`src/design/serial_frame_deframer_xor_check_unit_macros.svh`:
```
// Assertion macros for the deframer modules; sfdxc_ctrl uses them.
`ifndef SERIAL_FRAME_DEFRAMER_XOR_CHECK_UNIT_MACROS_SVH
`define SERIAL_FRAME_DEFRAMER_XOR_CHECK_UNIT_MACROS_SVH

`ifndef SYNTHESIS
// Property must hold at every clock edge outside reset.
`define SFDXC_ASSERT(label, clk, rstn, prop) \
    label: assert property (@(posedge clk) disable iff (!rstn) (prop)) \
        else $error("sfdxc assertion failed");
// Expression must never be true outside reset.
`define SFDXC_ASSERT_NEVER(label, clk, rstn, expr) \
    label: assert property (@(posedge clk) disable iff (!rstn) !(expr)) \
        else $error("sfdxc forbidden condition seen");
`else
`define SFDXC_ASSERT(label, clk, rstn, prop)
`define SFDXC_ASSERT_NEVER(label, clk, rstn, expr)
`endif

`endif

```
`src/design/sfdxc_pkg.sv`:
```
package sfdxc_pkg;

    localparam int SFDXC_FRAME_BYTES = 66;
    localparam int WORD_FIELDS       = 27;
    localparam int BYTE_FIELDS       = 6;
    localparam int FIELD_COUNT       = WORD_FIELDS + BYTE_FIELDS;
    localparam int FIELD_W           = 6;
    localparam int CFG_INDEX_W       = 2;
    // Payload words start at frame byte 4, stored as byte pairs.
    localparam int WORD_BASE_ADDR    = 2;
    localparam int BYTE_BASE_ADDR    = WORD_BASE_ADDR + WORD_FIELDS;

    localparam logic [7:0] HEADER_RESET = 8'hAA;
    localparam logic [7:0] ID_RESET     = 8'h20;
    localparam logic [7:0] FOOTER_RESET = 8'h55;

    typedef enum logic [1:0] {
        STATUS_FIELD   = 2'd0,
        STATUS_SUM_ERR = 2'd1,
        STATUS_LOST    = 2'd2
    } status_t;

    typedef enum logic [CFG_INDEX_W-1:0] {
        REG_HEADER = 2'd0,
        REG_ID     = 2'd1,
        REG_FOOTER = 2'd2
    } reg_index_t;

    typedef struct packed {
        logic take;     // accept the byte on s_rx_byte
        logic fetch;    // read the word of the current field
        logic fld_adv;  // current field was delivered
    } sfdxc_cmd_t;

    typedef struct packed {
        logic frame_end;   // the byte at hand closes a frame
        logic lost;        // framing check fails for that byte
        logic sum_bad;     // checksum differs
        logic fld_last;    // current field is the final one
        logic next_fetch;  // the next field needs a new word read
    } sfdxc_sts_t;

endpackage

```
`src/design/sfdxc_ram.sv`:
```
module sfdxc_ram #(
    parameter int WIDTH = 16,
    parameter int DEPTH = 33,
    parameter int AW    = $clog2(DEPTH)
) (
    input  logic             aclk,
    input  logic             we,
    input  logic [AW-1:0]    waddr,
    input  logic [WIDTH-1:0] wdata,
    input  logic             re,
    input  logic [AW-1:0]    raddr,
    output logic [WIDTH-1:0] rdata
);

    logic [WIDTH-1:0] mem [DEPTH];
    logic [WIDTH-1:0] rdata_reg;

    always_ff @(posedge aclk) begin
        if (we) begin
            mem[waddr] <= wdata;
        end
        if (re) begin
            rdata_reg <= mem[raddr];
        end
    end

    assign rdata = rdata_reg;

endmodule

```
`src/design/sfdxc_dpath.sv`:
```
module sfdxc_dpath
    import sfdxc_pkg::*;
#(
    parameter int FRAME_BYTES = SFDXC_FRAME_BYTES
) (
    input  logic                   aclk,
    input  logic                   aresetn,
    input  logic                   cfg_we,
    input  logic [CFG_INDEX_W-1:0] cfg_index,
    input  logic [7:0]             cfg_wdata,
    input  logic [7:0]             rx_byte,
    input  sfdxc_cmd_t             cmd,
    output sfdxc_sts_t             sts,
    output logic [1:0]             status,
    output logic [FIELD_W-1:0]     field_index,
    output logic signed [15:0]     field_value,
    output logic [7:0]             frame_counter,
    output logic                   last
);

    localparam int PW    = $clog2(FRAME_BYTES);
    localparam int DEPTH = (FRAME_BYTES + 1) / 2;
    localparam int AW    = $clog2(DEPTH);

    logic [7:0]         header_reg, id_reg, footer_reg;
    logic               locked_reg, saw_reg;
    logic [PW-1:0]      pos_reg;
    logic [7:0]         xor_reg;
    logic [7:0]         byte0_reg, byte1_reg, byte2_reg, chk_reg, lo_reg;
    status_t            status_reg;
    logic [FIELD_W-1:0] fld_reg;

    logic               ram_we;
    logic [AW-1:0]      ram_waddr, ram_raddr;
    logic [15:0]        ram_rdata;
    logic [FIELD_W-1:0] boff, fld_inc, boff_inc;
    logic               is_word;
    logic [15:0]        value;

    // Configuration registers
    always_ff @(posedge aclk) begin
        if (!aresetn) begin
            header_reg <= HEADER_RESET;
            id_reg     <= ID_RESET;
            footer_reg <= FOOTER_RESET;
        end else if (cfg_we) begin
            case (cfg_index)
                REG_HEADER: header_reg <= cfg_wdata;
                REG_ID:     id_reg     <= cfg_wdata;
                REG_FOOTER: footer_reg <= cfg_wdata;
                default:    ;
            endcase
        end
    end

    assign sts.frame_end = locked_reg && (pos_reg == PW'(FRAME_BYTES - 1));
    assign sts.lost      = (byte0_reg != header_reg) || (byte1_reg != id_reg) ||
                           (rx_byte != footer_reg);
    assign sts.sum_bad   = (xor_reg != chk_reg);

    // Framer state
    always_ff @(posedge aclk) begin
        if (!aresetn) begin
            locked_reg <= 1'b0;
            saw_reg    <= 1'b0;
            pos_reg    <= '0;
            xor_reg    <= '0;
            fld_reg    <= '0;
        end else begin
            if (cmd.take) begin
                if (!locked_reg) begin
                    if (saw_reg && rx_byte == id_reg) begin
                        locked_reg <= 1'b1;
                        saw_reg    <= 1'b0;
                        xor_reg    <= header_reg ^ rx_byte;
                        pos_reg    <= PW'(2);
                    end else begin
                        saw_reg <= (rx_byte == header_reg);
                    end
                end else if (sts.frame_end) begin
                    pos_reg <= '0;
                    xor_reg <= '0;
                    fld_reg <= '0;
                    if (sts.lost) begin
                        locked_reg <= 1'b0;
                        saw_reg    <= 1'b0;
                    end
                end else begin
                    pos_reg <= pos_reg + PW'(1);
                    if (pos_reg < PW'(FRAME_BYTES - 2)) begin
                        xor_reg <= xor_reg ^ rx_byte;
                    end
                end
            end
            if (cmd.fld_adv) begin
                fld_reg <= fld_inc;
            end
        end
    end

    // Frame bytes kept outside the RAM, and the result kind
    always_ff @(posedge aclk) begin
        if (cmd.take) begin
            if (!locked_reg) begin
                byte0_reg <= header_reg;
                byte1_reg <= rx_byte;
            end else begin
                if (pos_reg == PW'(0)) byte0_reg <= rx_byte;
                if (pos_reg == PW'(1)) byte1_reg <= rx_byte;
                if (pos_reg == PW'(2)) byte2_reg <= rx_byte;
                if (pos_reg == PW'(FRAME_BYTES - 2)) chk_reg <= rx_byte;
                if (!pos_reg[0]) lo_reg <= rx_byte;
                if (sts.frame_end) begin
                    status_reg <= sts.lost ? STATUS_LOST :
                                  (sts.sum_bad ? STATUS_SUM_ERR : STATUS_FIELD);
                end
            end
        end
    end

    // Odd byte completes a pair: store it as one word
    assign ram_we    = cmd.take && locked_reg && pos_reg[0];
    assign ram_waddr = AW'(pos_reg[PW-1:1]);

    assign is_word   = (fld_reg < FIELD_W'(WORD_FIELDS));
    assign boff      = fld_reg - FIELD_W'(WORD_FIELDS);
    assign fld_inc   = fld_reg + FIELD_W'(1);
    assign boff_inc  = fld_inc - FIELD_W'(WORD_FIELDS);
    assign ram_raddr = is_word ? AW'(WORD_BASE_ADDR) + AW'(fld_reg)
                               : AW'(BYTE_BASE_ADDR) + AW'(boff[FIELD_W-1:1]);

    assign sts.fld_last   = (fld_reg == FIELD_W'(FIELD_COUNT - 1));
    assign sts.next_fetch = (fld_inc < FIELD_W'(WORD_FIELDS)) || !boff_inc[0];

    sfdxc_ram #(
        .WIDTH (16),
        .DEPTH (DEPTH)
    ) u_ram (
        .aclk  (aclk),
        .we    (ram_we),
        .waddr (ram_waddr),
        .wdata ({rx_byte, lo_reg}),
        .re    (cmd.fetch),
        .raddr (ram_raddr),
        .rdata (ram_rdata)
    );

    always_comb begin
        if (status_reg != STATUS_FIELD) begin
            value = '0;
        end else if (is_word) begin
            value = ram_rdata;
        end else if (boff[0]) begin
            value = {8'h00, ram_rdata[15:8]};
        end else begin
            value = {8'h00, ram_rdata[7:0]};
        end
    end

    assign status        = status_reg;
    assign field_index   = (status_reg == STATUS_FIELD) ? fld_reg : '0;
    assign field_value   = $signed(value);
    assign frame_counter = byte2_reg;
    assign last          = (status_reg != STATUS_FIELD) || sts.fld_last;

endmodule

```
`src/design/sfdxc_ctrl.sv`:
```
`include "serial_frame_deframer_xor_check_unit_macros.svh"

module sfdxc_ctrl
    import sfdxc_pkg::*;
(
    input  logic       aclk,
    input  logic       aresetn,
    input  logic       s_valid,
    output logic       s_ready,
    output logic       m_valid,
    input  logic       m_ready,
    input  sfdxc_sts_t sts,
    output sfdxc_cmd_t cmd
);

    typedef enum logic [1:0] {
        ST_BYTE,
        ST_RESULT,
        ST_FETCH,
        ST_EMIT
    } state_t;

    state_t state_reg, state_next;
    logic   s_ready_reg, m_valid_reg;
    logic   take;

    assign take = s_valid && s_ready_reg;

    always_comb begin
        state_next = state_reg;
        case (state_reg)
            ST_BYTE: begin
                if (take && sts.frame_end) begin
                    state_next = (sts.lost || sts.sum_bad) ? ST_RESULT : ST_FETCH;
                end
            end
            ST_RESULT: begin
                if (m_ready) state_next = ST_BYTE;
            end
            ST_FETCH: begin
                state_next = ST_EMIT;
            end
            ST_EMIT: begin
                if (m_ready) begin
                    if (sts.fld_last) begin
                        state_next = ST_BYTE;
                    end else if (sts.next_fetch) begin
                        state_next = ST_FETCH;
                    end
                end
            end
            default: state_next = ST_BYTE;
        endcase
    end

    always_ff @(posedge aclk) begin
        if (!aresetn) begin
            state_reg   <= ST_BYTE;
            s_ready_reg <= 1'b0;
            m_valid_reg <= 1'b0;
        end else begin
            state_reg   <= state_next;
            s_ready_reg <= (state_next == ST_BYTE);
            m_valid_reg <= (state_next == ST_RESULT) || (state_next == ST_EMIT);
        end
    end

    assign s_ready     = s_ready_reg;
    assign m_valid     = m_valid_reg;
    assign cmd.take    = take;
    assign cmd.fetch   = (state_reg == ST_FETCH);
    assign cmd.fld_adv = (state_reg == ST_EMIT) && m_ready;

    `SFDXC_ASSERT_NEVER(a_ready_valid_excl, aclk, aresetn, s_ready_reg && m_valid_reg)
    `SFDXC_ASSERT(a_fetch_then_show, aclk, aresetn, cmd.fetch |=> m_valid_reg)
    `SFDXC_ASSERT(a_last_releases, aclk, aresetn, (state_reg == ST_EMIT && m_ready && sts.fld_last) |=> s_ready_reg)
    `SFDXC_ASSERT(a_valid_matches_state, aclk, aresetn, m_valid_reg |-> (state_reg == ST_RESULT || state_reg == ST_EMIT))

endmodule

```
`src/design/serial_frame_deframer_xor_check_unit.sv`:
```
// Channel   Dir  Signals                                                    Beat
// s_        in   s_valid s_ready s_rx_byte                                  one received byte
// m_        out  m_valid m_ready m_status m_field_index m_field_value        one result
//                m_frame_counter m_last
// cfg_      in   cfg_we cfg_index cfg_wdata                                 register write
//
// A byte that causes no result does not stall the input. A good frame's closing byte is
// followed by 33 result beats: each word field needs its own RAM read (ST_FETCH)
// before it is shown (ST_EMIT), byte fields read one word per two beats, and any
// m_ready stall holds the beats. An error frame gives one status beat.
// The pace of the results is set by the single read port of the 33 x 16 frame RAM.
// Reset is synchronous; s_ready is registered and rises in the cycle after aresetn goes high.
// The frame RAM is not cleared. While results are shown, s_ready stays low.
module serial_frame_deframer_xor_check_unit
    import sfdxc_pkg::*;
#(
    parameter int FRAME_BYTES = SFDXC_FRAME_BYTES
) (
    input  logic                   aclk,
    input  logic                   aresetn,
    // byte input
    input  logic                   s_valid,
    output logic                   s_ready,
    input  logic [7:0]             s_rx_byte,
    // result output
    output logic                   m_valid,
    input  logic                   m_ready,
    output logic [1:0]             m_status,
    output logic [FIELD_W-1:0]     m_field_index,
    output logic signed [15:0]     m_field_value,
    output logic [7:0]             m_frame_counter,
    output logic                   m_last,
    // register writes
    input  logic                   cfg_we,
    input  logic [CFG_INDEX_W-1:0] cfg_index,
    input  logic [7:0]             cfg_wdata
);

    sfdxc_cmd_t cmd;  // controller to datapath: take byte, fetch word, advance field
    sfdxc_sts_t sts;  // datapath to controller: frame end, check outcome, field position

    // Controller: hunt/gather in ST_BYTE, then drive the result beats.
    sfdxc_ctrl u_ctrl (
        .aclk    (aclk),
        .aresetn (aresetn),
        .s_valid (s_valid),
        .s_ready (s_ready),
        .m_valid (m_valid),
        .m_ready (m_ready),
        .sts     (sts),
        .cmd     (cmd)
    );

    // Datapath: header search, running XOR, frame store and field formatting.
    sfdxc_dpath #(
        .FRAME_BYTES (FRAME_BYTES)
    ) u_dpath (
        .aclk          (aclk),
        .aresetn       (aresetn),
        .cfg_we        (cfg_we),
        .cfg_index     (cfg_index),
        .cfg_wdata     (cfg_wdata),
        .rx_byte       (s_rx_byte),
        .cmd           (cmd),
        .sts           (sts),
        .status        (m_status),
        .field_index   (m_field_index),
        .field_value   (m_field_value),
        .frame_counter (m_frame_counter),
        .last          (m_last)
    );

endmodule
```
`config.mk`:
```
export PLATFORM = sky130hd
export DESIGN_NAME = serial_frame_deframer_xor_check_unit
export DESIGN_NICKNAME = d
export VERILOG_FILES = /design/src/design/sfdxc_pkg.sv /design/src/design/sfdxc_ram.sv /design/src/design/sfdxc_dpath.sv /design/src/design/sfdxc_ctrl.sv /design/src/design/serial_frame_deframer_xor_check_unit.sv
export VERILOG_INCLUDE_DIRS = /design/src /design/src/design
export SDC_FILE = /design/constraint.sdc
export NUM_CORES = 1
export LEC_CHECK = 0
export BUFFER_PORTS_ARGS = -buffer_cell sky130_fd_sc_hd__buf_4
export CELL_PAD_IN_SITES_DETAIL_PLACEMENT = 1
export CELL_PAD_IN_SITES_GLOBAL_PLACEMENT = 1
export CORE_MARGIN = 3
export CORE_UTILIZATION = 55
export DETAILED_ROUTE_END_ITERATION = 16
export HOLD_SLACK_MARGIN = 0.12
export PLACE_DENSITY = 0.87
export SYNTH_ARGS = -nofsm -noshare
export SYNTH_HDL_FRONTEND = slang
export SYNTH_SLANG_ARGS = --single-unit
export TNS_END_PERCENT = 1
```
`constraint.sdc`:
```
create_clock -name aclk -period 8.9 [get_ports aclk]
set_clock_uncertainty 0.15 [all_clocks]
set_input_delay 1.78 -clock aclk [delete_from_list [all_inputs] [get_ports aclk]]
set_output_delay 1.78 -clock aclk [all_outputs]
set_load 0.01 [all_outputs]
```
==> metrics.md <==
| Metric | Value |
|---|---|
| Initial Utilization | `56.4%` |
| Status | `complete, no violations` |
| Final hold vios | `0` |
| Final cycle utilization of the critical path | `62.6%` |
| Critical path type | `reg -> reg` |
| Count of final setup violators | `0` |
| Post-Route WL | `88.7 mm` |
| Syn_nets | `2,056` |
| Number of I/O pins | `58` |
| Ys async rst share | `0%` |
| Critical Path RT | `9.06 ns` |
| Hold_sp | `u_dpath.footer_reg[6]$_SDFFE_PN1P_` |
| Slew Viols, Final | `0` |
| Largest net degree at the start of global routing | `148` |
| 1st-pass router iterations | `5` |
| Crit path capture type | `register` |
| Sw Pwr | `1.23 mW` |
| Clk buf depth | `3` |
| Power per cell area | `204 mW/mm^2` |
| Worst min-delay path class | `reg -> reg` |
| # DRC | `0` |
| Setup Fix Bufs, Post-CTS | `0` |
| Syn Std Cell Area | `0.0266 sq mm` |
| Logic pwr share | `1.3%` |
| Clock-pin transition on the worst setup and hold timing paths | `0.06 ns` |
| Die ar. | `0.0510 sq mm` |
| Crit Reg-Reg Startpoint | `u_dpath.fld_reg[0]$_SDFFE_PN0P_` |
| Most common cell in the netlist | `edfxtp_1` |
| Core area | `0.0471 sq mm` |
| Synth Area in Simple Gates | `13.4%` |
| Antenna viol nets, final | `0` |
| PortBufs | `57` |
| Post-synthesis mux area share | `3.11%` |
| Seq/Total Area, Yosys | `69.9%` |
| Part of the power in registers | `53.7%` |
| Via density | `6.98` |
| Pleak | `10.4 nW` |
| Die height | `226 um` |
| CTS Buf Count | `67` |
| Routed vias | `18,900` |
| Die Wd | `226 um` |
| Peak VDD IR | `0.000178 V` |
| Element type at the critical path start | `register` |
| CTS Hold Buffers Added | `0` |
| First-pass GRT wire length | `130 mm` |
| EDFF count, synth | `586` |
| Yosys reg bits | `636` |
| Overall Power | `6.05 mW` |
| Max cap viols | `0` |
| Slowest stage delay, CP | `1.26 ns` |
| Root Driver | `clkbuf_16` |
| Setup crit start | `u_dpath.fld_reg[0]$_SDFFE_PN0P_` |
| Yosys warning count | `0` |
| Syn Inst Count | `2,023` |
| Sum Neg Setup Slack | `0 ns` |
| Top post-synthesis cells by count | `586 x edfxtp_1, 420 x nand2_1, 97 x and3_1, 91 x a311oi_1, 89 x nor2_1` |
| CTS-repair resized insts | `0` |
| # fillers | `4,372` |
| Unrepaired setup endpoints after global routing | `false` |
| Post-synth top flop | `edfxtp_1` |
| Slew @ Worst Pin | `1.32 ns` |
| Largest area contributor in the netlist | `edfxtp_1` |
| Layout Nets | `2,088` |
| Post-Synth Adder-Cell Area | `0.470%` |
| Initial antenna violation count | `1` |
| Top cell type's share of synthesized area | `66.1%` |
| GRT Util Overall | `34.8%` |
| Critical Path AT | `5.73 ns` |
| Syn avg cell area | `13.2 sq um` |
| Vias in the first global route | `19,900` |
| Max reg flops | `528` |
| FMAX | `0.179 GHz` |
| Total gr overflow | `0` |
| Main combinational cell family by area after synthesis | `simple AND/OR/NAND/NOR gates` |
| Detailed placement HPWL | `49.2 mm` |
| Total clock sinks | `636` |
| RD Place Congestion | `0.854` |
| Top fanout value on the critical path | `34` |
| CP Cell Sequence | `inv_1 -> ha_1 -> nor3b_1 -> a31oi_2 -> a31oi_1 -> and2_1 -> nand2_2 -> a311oi_1 -> or3_1 -> nand4_1` |
| Slew HR | `12.3%` |
| Clock power frac | `45.0%` |
| Synth Area in XOR/XNOR | `1.84%` |
| Period minus WS final | `5.57 ns` |
| Std-Cell Rows | `79` |
| Synth Area in Compound Gates | `8.25%` |
| CTS tree | `built` |
| Worst path slowest cell | `a311oi_1` |
| Worst-Skew Late Latency | `0.61 ns` |
| Synth top area cells | `edfxtp_1 66%, nand2_1 5.9%, dfxtp_1 3.8%, a311oi_1 3.0%, and3_1 2.3%` |
| Initial DRC count | `2,576` |
| Layout area overhead | `11.4%` |
| Distinct cell type count after synthesis | `69` |
| Drt wl/cell | `32.7 um` |
| Sw frac | `20.3%` |
| Layout cells sized above 1 | `11.9%` |
| H-tree levels | `3` |
| Int Power | `4.83 mW` |
[power groups by stage]
stage                     clock, mW  sequential [mW]  combinational [mW]
final                          2.72             3.25              0.0805
after global routing           2.85             3.25              0.0854
after CTS                      2.73             3.25              0.0797
after detailed placement          0             3.31              0.0765
after global placement            0             3.31              0.0698
after floorplan                   0             3.31              0.0329
[cell families after synthesis]
| logic type | after synthesis |
|---|---|
| DFF | 636 |
| AOI/OAI and AO/OA | 289 |
| xor gates and xnor gates | 56 |
| buffers and inverters | 172 |
| muxes | 73 |
| adders and majority gates | 10 |
| and+or+nand+nor | 787 |
[cells in the final DEF, fill, tap and decap left out, types with 35 or more instances in the layout]
cell | Yosys | final
a211oi_1 | 35 | 35
a311oi_1 | 91 | 91
and3_1 | 97 | 97
buf_4 | 8 | 111
clkbuf_16 | 0 | 69
dfxtp_1 | 50 | 50
edfxtp_1 | 586 | 586
mux2i_1 | 56 | 55
nand2_1 | 420 | 418
nand3_1 | 79 | 79
nor2_1 | 89 | 87
o21ai_0 | 59 | 59
xnor2_1 | 46 | 46
[critical path, delay by kind of cell (launching register included)]
kind,cells,cell delay [ns]
AND/OR/NAND/NOR,5,1.74
adder cells (fa/ha/maj),1,0.50
buffers and inverters,1,0.26
AO/OA/AOI/OAI,3,1.77
flip-flops,1,0.78
[area by class of cell]
| class | count | area [sq um] | share of cell area (%) |
|---|---|---|---|
| Inverter | 24 | 90.1 | 0.304 |
| Sequential cell | 636 | 18600 | 62.7 |
| Tap cell | 607 | 759 | 2.56 |
| Antenna cell | 1 | 2.50 | 0.00844 |
| Clock buffer | 85 | 1820 | 6.13 |
| Multi-Input combinational cell | 1215 | 7290 | 24.6 |
| Timing Repair Buffer | 111 | 833 | 2.81 |
| Clock inverter | 31 | 259 | 0.874 |
[metrics by stage]
step / hold WS [ns] / worst slack (ns) / utilization, % / std cells / cell area, sq um
floorplan: 0.315 / 3.89 / - / 2023 / 26600
global placement: 0.331 / 3.91 / 58.5 / 2593 / 27600
detailed placement: 0.344 / 3.57 / 58.5 / 2593 / 27600
CTS: 0.377 / 3.41 / 62.9 / 2709 / 29600
global route: 0.400 / 3.20 / 62.9 / 2709 / 29600
finish: 0.365 / 3.33 / 62.9 / 2710 / 29600
[worst paths after layout]
path | endpoint | slack [ns] | cells after the start
max | u_dpath.u_ram.rdata[4]$_DFFE_PN_ | 3.33 | 10
min | u_dpath.footer_reg[6]$_SDFFE_PN1P_ | 0.36 | 2
max reg2reg | u_dpath.u_ram.rdata[4]$_DFFE_PN_ | 3.33 | 10
min reg2reg | u_dpath.footer_reg[6]$_SDFFE_PN1P_ | 0.36 | 2
[layer usage]
metal  up-vias  share of wire, %  track usage (%)
met5         -                 0                0
met4         0               6.5             19.6
met3       371               9.8             7.23
met2      1340                49             58.2
met1      9562                35             42.5
li1       7647                 -                -
Power figures use the tool's default switching activity.
